==> config.mk <==
export PLATFORM = sky130hd
export DESIGN_NAME = lottery_random_mod
export DESIGN_NICKNAME = d
export VERILOG_FILES = /design/src/rtl/core/lrm_pkg.sv /design/src/rtl/core/lottery_random_mod.sv
export SDC_FILE = /design/constraint.sdc
export NUM_CORES = 1
export LEC_CHECK = 0
export ABC_CLOCK_PERIOD_IN_PS = 3500
export BUFFER_PORTS_ARGS = -buffer_cell sky130_fd_sc_hd__buf_2
export CORE_MARGIN = 2
export CORE_UTILIZATION = 40
export CTS_CLUSTER_SIZE = 12
export DETAILED_ROUTE_END_ITERATION = 10
export PLACE_DENSITY = 0.53
export SLEW_MARGIN = 0
export SYNTH_ARGS = -nofsm -noshare
export SYNTH_HDL_FRONTEND = slang
export SYNTH_SLANG_ARGS = --single-unit
==> constraint.sdc <==
create_clock -name clk -period 3.5 [get_ports clk]
set_input_delay 0.35 -clock clk [delete_from_list [all_inputs] [get_ports clk]]
set_output_delay 0.35 -clock clk [all_outputs]
set_load 0.01 [all_outputs]
==> src/rtl/core/lrm_pkg.sv <==
// Package for the lottery draw block: seed, masks and the Tausworthe step function.
package lrm_pkg;

	localparam int unsigned CompWidth  = 32;
	localparam int unsigned DrawWidth  = 31;
	localparam int unsigned CountWidth = 32;
	localparam int unsigned DivSteps   = 32;

	localparam logic [CompWidth-1:0] SeedValue = 32'd12345;
	localparam logic [CompWidth-1:0] MaskOne   = 32'd4294967294;
	localparam logic [CompWidth-1:0] MaskTwo   = 32'd4294967288;
	localparam logic [CompWidth-1:0] MaskThree = 32'd4294967280;
	localparam logic [CompWidth-1:0] MaskFour  = 32'd4294967168;

	// One step of a Tausworthe component, logical shifts throughout.
	function automatic logic [CompWidth-1:0] taus_step(
		input logic [CompWidth-1:0] z,
		input int unsigned          s1,
		input int unsigned          s2,
		input int unsigned          s3,
		input logic [CompWidth-1:0] mask
	);
		logic [CompWidth-1:0] b;
		b = ((z << s1) ^ z) >> s2;
		return ((z & mask) << s3) ^ b;
	endfunction

endpackage

==> src/rtl/core/lottery_random_mod.sv <==
// Lottery draw: combined Tausworthe generator reduced modulo a ticket count.
// Each transaction on the slave side carries a signed 32-bit ticket count. A positive count
// advances the four Tausworthe components once, XORs them and returns the unsigned
// remainder of that word by the count; a zero or negative count returns 1 and leaves the
// generator untouched. A positive count steps the generator when it is accepted, then runs
// the radix-2 restoring divider (one quotient bit per cycle) and loads the output register;
// a non-positive count only loads the output register. The output register holds a
// result until the master side takes it while the block already accepts and works on the
// next count; a finished result waits in the divider until the output register is free.
module lottery_random_mod (
	input  logic        clk,
	input  logic        arst_n,
	input  logic        s_tvalid,
	output logic        s_tready,
	input  logic [31:0] s_tdata,  // [31:0] ticket_count (signed)
	output logic        m_tvalid,
	input  logic        m_tready,
	output logic [31:0] m_tdata   // [30:0] draw, [31] zero
);

	typedef enum logic [1:0] {
		ST_IDLE,
		ST_DIVIDE,
		ST_HOLD
	} state_t;

	localparam int unsigned CntWidth = $clog2(lrm_pkg::DivSteps);

	state_t                               state_q;
	logic [lrm_pkg::CompWidth-1:0]        comp_one_q;
	logic [lrm_pkg::CompWidth-1:0]        comp_two_q;
	logic [lrm_pkg::CompWidth-1:0]        comp_three_q;
	logic [lrm_pkg::CompWidth-1:0]        comp_four_q;
	logic [lrm_pkg::CompWidth-1:0]        quo_q;
	logic [lrm_pkg::DrawWidth-1:0]        rem_q;
	logic [lrm_pkg::DrawWidth-1:0]        div_q;
	logic [CntWidth-1:0]                  cnt_q;
	logic                                 m_tvalid_q;
	logic [lrm_pkg::DrawWidth-1:0]        draw_q;

	logic                                 accept;
	logic                                 count_pos;
	logic [lrm_pkg::CompWidth-1:0]        nxt_one;
	logic [lrm_pkg::CompWidth-1:0]        nxt_two;
	logic [lrm_pkg::CompWidth-1:0]        nxt_three;
	logic [lrm_pkg::CompWidth-1:0]        nxt_four;
	logic [lrm_pkg::DrawWidth:0]          trial;
	logic [lrm_pkg::DrawWidth:0]          diff;
	logic [lrm_pkg::DrawWidth-1:0]        rem_nxt;

	assign s_tready  = (state_q == ST_IDLE);
	assign accept    = s_tvalid & s_tready;
	assign count_pos = ~s_tdata[lrm_pkg::CountWidth-1] && (s_tdata != '0);

	assign nxt_one   = lrm_pkg::taus_step(comp_one_q, 6, 13, 18, lrm_pkg::MaskOne);
	assign nxt_two   = lrm_pkg::taus_step(comp_two_q, 2, 27, 2, lrm_pkg::MaskTwo);
	assign nxt_three = lrm_pkg::taus_step(comp_three_q, 13, 21, 7, lrm_pkg::MaskThree);
	assign nxt_four  = lrm_pkg::taus_step(comp_four_q, 3, 12, 13, lrm_pkg::MaskFour);

	// Restoring step: shift the next dividend bit in, subtract when the divisor fits.
	assign trial   = {rem_q, quo_q[lrm_pkg::CompWidth-1]};
	assign diff    = trial - {1'b0, div_q};
	assign rem_nxt = (trial >= {1'b0, div_q}) ? diff[lrm_pkg::DrawWidth-1:0]
	                                          : trial[lrm_pkg::DrawWidth-1:0];

	always_ff @(posedge clk or negedge arst_n) begin
		if (!arst_n) begin
			state_q      <= ST_IDLE;
			comp_one_q   <= lrm_pkg::SeedValue;
			comp_two_q   <= lrm_pkg::SeedValue;
			comp_three_q <= lrm_pkg::SeedValue;
			comp_four_q  <= lrm_pkg::SeedValue;
			quo_q        <= '0;
			rem_q        <= '0;
			div_q        <= '0;
			cnt_q        <= '0;
			m_tvalid_q   <= 1'b0;
			draw_q       <= '0;
		end else begin
			// Drop valid on a take, unless the hold state reloads the register this cycle.
			if (m_tvalid_q && m_tready && (state_q != ST_HOLD)) begin
				m_tvalid_q <= 1'b0;
			end
			case (state_q)
				ST_IDLE: begin
					if (accept) begin
						if (count_pos) begin
							comp_one_q   <= nxt_one;
							comp_two_q   <= nxt_two;
							comp_three_q <= nxt_three;
							comp_four_q  <= nxt_four;
							quo_q        <= nxt_one ^ nxt_two ^ nxt_three ^ nxt_four;
							rem_q        <= '0;
							div_q        <= s_tdata[lrm_pkg::DrawWidth-1:0];
							cnt_q        <= '0;
							state_q      <= ST_DIVIDE;
						end else begin
							rem_q   <= lrm_pkg::DrawWidth'(1);
							state_q <= ST_HOLD;
						end
					end
				end
				ST_DIVIDE: begin
					rem_q <= rem_nxt;
					quo_q <= quo_q << 1;
					cnt_q <= cnt_q + 1'b1;
					if (cnt_q == CntWidth'(lrm_pkg::DivSteps - 1)) begin
						state_q <= ST_HOLD;
					end
				end
				ST_HOLD: begin
					// Hand over only when the output register is free or being taken.
					if (!m_tvalid_q || m_tready) begin
						draw_q     <= rem_q;
						m_tvalid_q <= 1'b1;
						state_q    <= ST_IDLE;
					end
				end
				default: begin
					state_q <= ST_IDLE;
				end
			endcase
		end
	end

	assign m_tvalid = m_tvalid_q;
	assign m_tdata  = {1'b0, draw_q};

endmodule

==> impl_results.md, run 1 <==
* Filler cells at 3,048
* Synth Net Count at between 1,000 and 1,500
* DRC errors left at 0
* Starting Density at 0.405
* Site Rows at 65
* # IOs at 70
* Total GRT Usage at 0.197
* Clock sinks at between 200 and 250
* DR iter-0 viols at around 600
* DIE AREA at 0.0334 mm²
* Post-synth EDFFs at 0
* Vias at around 9,400
* Vias per Instance at ~5.0
* Final setup margin at just under 0.4 ns
* # nets final at roughly 1,500
* Setup TNS at 0 ns
* Worst IR Drop VDD at roughly 470 µV
* RSZ-0062 raised after global routing: no
* GPL Wtd Cong at ~0.87
* Min Tclk post-route at a little over 3 ns
* Worst path arrival time at between 3 and 4 ns
* H-Tree Depth at 1
* Placed Cells at ~1,800
* Endpoints failing setup at 0
* Fraction of registers with async set/reset at 1.00
* Worst hold path type: input port to register
* Part of the Yosys area used for sequential elements at 0.483
* Final Cycle Share at 0.888
* Synthesized area at between 0.01 and 0.015 mm²
* Cells after Synth at around 1,400
* Die W at roughly 180 µm
* Vias in the first global route at between 9,000 and 10,000
* Number of diodes at 0
* Register area at 0.00618 mm²
* Slew HR at 0.420
* Initial antenna violation count at 0
* WL final at 32,200 µm
* Final Hold Viols at 0
* Synth cell types at 59
* Status: completed
* Core ar. at ~0.032 mm²
* Clock Latency Late Sink at roughly 0.56 ns
* Layout Cells excl Fill at roughly 1,900
* Clock Root Buffer: clkbuf_16
* Post-Synthesis Mean Instance Area at 9.26 µm²
* Max Cap Viol at 0
* Fmax at between 300 and 400 MHz
* Max-slew violation count at 0
* Critical Path Source Type: register
* Commonest non-fill, non-tap cell in the layout: nand2_1
* Port bufs at just under 70
* DP HPWL at 23,400 µm
* Largest net degree at the start of global routing at 86
* Most frequent cells in the layout: nand2_1 (364), dfrtp_1 (230), xnor2_1 (159)
* Post-place instance area at about 0.014 mm²
* Pre-CTS setup slack at slightly above 0.4 ns
* Antenna Nets Post-Route at 0
* Share of layout cells above drive strength 1 at 0.137
* CTS Buffer Depth at 3
* Pleak at 6.80 nW
* CTS tree: built
* Crit-path max FO at 18
* Synth-to-Final Area Change at 14.3%
* Worst setup path category: register to register
* Cell area after layout at about 0.015 mm²
* Post-cts gate resize count at 0
* Main synth FF type: dfrtp_1
* Drt wl/cell at roughly 17 µm
* GRT overflow at 0
* Clock transition at path regs at roughly 0.060 ns
* DIE HEIGHT at between 150 and 200 µm
* Worst setup EP type: register
* First-pass GRT wire length at 52,200 µm
* Actual slew at the worst max-slew pin at approximately 0.87 ns
* Cell Pwr Density at just over 800 mW/mm²
* Synth Register Bits at around 250
* CTS Buf Count at 29
* Syn. warnings at 0
* CP required at approximately 4 ns
* Area of the multi-input gates at around 0.006 mm²
* First-pass detailed-route iteration total at 6
* Final setup skew at between 0.01 and 0.015 ns
state kept, by name (all words and copies together) (netlist names):
signal,cells
m_tvalid,1
comp_three_q,28
rem_q,31
div_q,31
state_q,2
draw_q,31
comp_one_q,31
comp_four_q,25
cnt_q,5
quo_q,32
comp_two_q,29
report_power, final:
| group | leakage [nW] | internal, mW | total [mW] | switching (mW) |
|---|---|---|---|---|
| Combinational | 3.08 | 2.00 | 4.97 | 2.97 |
| Sequential | 3.24 | 3.48 | 3.88 | 0.401 |
| Clock | 0.479 | 1.83 | 3.05 | 1.22 |
Yosys cell counts, drive strengths merged, types with 3 or more instances:
master,instances,area (µm²)
nor2b,3,18.8
clkbuf,53,199
nor4,7,43.8
inv,42,158
and2,3,18.8
nor2,61,239
a31oi,8,50.1
dfrtp,230,5760
o21bai,5,37.5
a21oi,65,333
nand3b,3,22.5
a32oi,10,87.6
xor2,20,175
nand2,364,1370
dfstp,16,420
a211oi,5,55.1
mux2,33,372
nand3,17,85.1
mux2i,20,200
buf,20,135
nand2b,4,32.5
o31ai,7,80.1
ha,33,413
o21ai,146,734
nand4,9,68.8
nor3,9,45.0
xnor2,159,1390
a21o,9,67.6
final timing paths:
kind	from	endpoint	slack [ns]	depth (start not counted)
worst min-delay path	s_tdata[4]	div_q[4]$_DFFE_PN0P_	0.02	3
min in group asynchronous	arst_n	div_q[17]$_DFFE_PN0P_	0.36	2
worst max-delay path	quo_q[31]$_DFFE_PN0P_	rem_q[24]$_DFFE_PN0P_	0.39	13
max in group asynchronous	arst_n	comp_one_q[12]$_DFFE_PN1P_	2.23	3
worst max register to register	quo_q[31]$_DFFE_PN0P_	rem_q[24]$_DFFE_PN0P_	0.39	13
worst min register to register	comp_three_q[5]$_DFFE_PN1P_	comp_three_q[12]$_DFFE_PN1P_	0.48	2
stage by stage:
step	utilization	hold WS [ns]	power, mW
floorplan	-	0.0544	7.69
global placement	0.431	0.391	8.89
detailed placement	0.431	0.393	8.93
CTS	0.463	0.000573	12.1
global route	0.463	0.0122	12.8
finish	0.463	0.0196	11.9
per-layer routing:
layer	wire length [µm]	GRT usage	part of all wire
met1	15200	0.274	0.47
met2	15300	0.332	0.47
met3	1010	0.0234	0.031
met4	681	0.0467	0.021
met5	0	0	0
layout make-up:
type,instances,share of cell area
repair buffers,96,0.0464
well taps,402,0.0344
multi-input cells,1021,0.420
flip-flops and latches,246,0.422
clock buffers,41,0.0554
inverters,42,0.0108
clock inverters,12,0.0103
kinds of logic after synthesis:
group | synth area share
AO/OA/AOI/OAI | 0.123
adder cells (fa/ha/maj) | 0.0338
XOR/XNOR | 0.123
AND/OR/NAND/NOR | 0.155
multiplexers | 0.0447
flip-flops | 0.483
buffers and inverters | 0.0384
other | 0.000293
timing repair:
item | in CTS | in global routing
hold buffers | 7 | 0
endpoints found under the hold margin | 81 | 0
setup buffers | 0 | 0
critical path: stages (launching register included):
cell	delay [ns]
dfrtp_1	0.40
inv_1	0.07
ha_1	0.15
inv_1	0.06
fa_1	0.43
a211oi_2	0.27
o21ai_2	0.12
a211oi_4	0.28
o31ai_4	0.13
o31ai_4	0.27
and2_1	0.17
buf_4	0.26
nand2b_4	0.26
o21ai_1	0.10
(Power assumes the default switching activity.)
==> run 2: changes to the inputs <==
- CORE_MARGIN: 2 -> unset
- GPL_ROUTABILITY_DRIVEN: unset -> 1
==> run 2 against run 1 <==
Via count down 0.46%. Register-to-register slack improved by 0.07 ns. Critical path depth stayed put. First-iteration DRC count up 11%. Clock power is 2% lower. Clock skew is 0.0033 ns higher. Non-clock buffer count down 10. Clock-buffer cell count grew 6. Power is 0.58% lower. Die area decreased by 2.2%. Cell area decreased by 0.87%. Critical path type unchanged.
==> impl_results.md, run 2 (synthesis results as in run 1) <==
* Final Hold Viols at 0
* Worst path cell trace: inv_1 -> ha_1 -> inv_1 -> fa_1 -> a211oi_2 -> o21ai_2 -> a211oi_4 -> o31ai_4 -> o31ai_4 -> and2_1 -> buf_4 -> nand2b_4 -> o21ai_1
* Drt wl/cell at between 15 and 20 µm
* Filler cells at slightly above 3,000
* Post-cts gate resize count at 0
* DIE AREA at 0.0327 mm²
* DR iter-0 viols at 684
* GRT overflow at 0
* Status: completed
* Max Cap Viol at 0
* Hold_buf cts at 1
* Min Tclk post-route at 3.04 ns
* Endpoints failing setup at 0
* Core ar. at between 0.03 and 0.04 mm²
* Worst setup EP type: register
* Synth-to-Final Area Change at 13.3%
* Final Cycle Share at 0.867
* # IOs at 70
* Largest net degree at the start of global routing at 93
* Max reg flops at 32
* Pleak at 6.73 nW
* Cell Pwr Density at 817 mW/mm²
* DIE HEIGHT at ~180 µm
* Worst hold path type: input port to register
* Vias in the first global route at about 9,500
* Commonest non-fill, non-tap cell in the layout: nand2_1
* Number of diodes at 0
* Critical Path Source Type: register
* Site Rows at 65
* First-pass detailed-route iteration total at 4
* Setup TNS at 0 ns
* Vias at roughly 9,300
* Clock transition at path regs at approximately 0.060 ns
* Vias per Instance at slightly above 5
* RSZ-0062 raised after global routing: no
* Port bufs at roughly 70
* CTS Buf Count at 28
* Most frequent cells in the layout: nand2_1 (364), dfrtp_1 (230), xnor2_1 (159)
* Reg with most FFs: quo_q
* # nets final at around 1,500
* Die W at 181 µm
* Initial antenna violation count at 0
* DP HPWL at approximately 23,000 µm
* Setup Fix Bufs, Post-CTS at 0
* GPL Wtd Cong at about 0.85
* Starting Density at 0.407
* Clock sinks at 246
* Crit-path max FO at 12
* CTS Buffer Depth at 3
* Clock Root Buffer: clkbuf_16
* Worst Path Buf+Inv at 3
* WL final at about 32,000 µm
* Clock Latency Late Sink at 0.54 ns
* CP required at 3.93 ns
* Max-slew violation count at 0
* Total GRT Usage at 0.202
* CTS tree: built
* Largest stage delay on the critical path at 0.43 ns
* Actual slew at the worst max-slew pin at 0.878 ns
* Fmax at approximately 330 MHz
* Worst path arrival time at 3.47 ns
* Top delay family on crit path: compound AO/OA/AOI/OAI gates
* Design Power at roughly 12 mW
* Slew HR at 0.415
* Worst IR Drop VDD at approximately 370 µV
* Share of layout cells above drive strength 1 at 0.133
* First-pass GRT wire length at 52,400 µm
* Antenna Nets Post-Route at 0
* R2r setup slk at 0.46 ns
* DRC errors left at 0
* Worst setup path category: register to register
* H-Tree Depth at 1
* Crit-path slowest cell: fa_1
* Final setup skew at between 0.01 and 0.015 ns
-- run 2: cell types whose count changed in the layout (fill, tap and decap cells not counted), sizes merged --
| cell | delta |
|---|---|
| clkinv | -5 |
| clkbuf | +6 |
| dlygate4sd3 | -6 |
| inv | -1 |
| buf | -4 |
| bufinv | -1 |
-- run 2: path summary, 6_finish.rpt --
kind                                                to  cells after the start                  start
hold / removal                   div_q[10]$_DFFE_PN0P_                      3            s_tdata[10]
max in group asynchronous  comp_three_q[5]$_DFFE_PN1P_                      3                 arst_n
min in group asynchronous       draw_q[10]$_DFFE_PN0P_                      2                 arst_n
setup / recovery                 rem_q[30]$_DFFE_PN0P_                     13  quo_q[31]$_DFFE_PN0P_
setup reg to reg                 rem_q[30]$_DFFE_PN0P_                     13  quo_q[31]$_DFFE_PN0P_
hold reg to reg                   quo_q[1]$_DFFE_PN0P_                      2   quo_q[0]$_DFFE_PN0P_
-- run 2: metrics by stage --
step	cells	hold slack [ns]	cell area, µm²	setup slack, ns	utilization
after global placement	1796	0.349	13500	0.500	0.430
final	1849	0.0291	14500	0.464	0.461
after global routing	1849	0.0222	14500	0.265	0.461
after floorplan	1382	0.0544	12800	0.638	-
after detailed placement	1796	0.354	13500	0.475	0.430
after CTS	1849	0.00307	14500	0.455	0.461
-- run 2: worst register-to-register path, cell delays in order, from the launching register on --
cell      delay [ns]
dfrtp_1         0.39
inv_1           0.06
ha_1            0.15
inv_1           0.05
fa_1            0.43
a211oi_2        0.26
o21ai_2         0.12
a211oi_4        0.27
o31ai_4         0.13
o31ai_4         0.27
and2_1          0.22
buf_4           0.22
nand2b_4        0.24
o21ai_1         0.10
-- run 2: metal layers --
metal,GRT usage,part of all wire,vias up
li1,-,-,4668
met1,0.274,0.47,4483
met2,0.336,0.47,133
met3,0.0222,0.025,49
met4,0.0674,0.032,0
met5,0,0,-
-- run 2: power breakdown --
part | internal (mW) | switching (mW) | leakage, nW | total (mW)
clock | 1.83 | 1.17 | 0.467 | 3.00
sequential | 3.48 | 0.404 | 3.24 | 3.89
combinational | 1.99 | 2.96 | 3.03 | 4.95
-- run 2: area by class of cell --
cell class	count	area (µm²)	area share
clock buffers	47	873	0.0602
clock inverters	5	75.1	0.00518
repair buffers	86	563	0.0388
well taps	402	503	0.0347
inverters	42	158	0.0109
flip-flops and latches	246	6180	0.426
multi-input cells	1021	6150	0.424
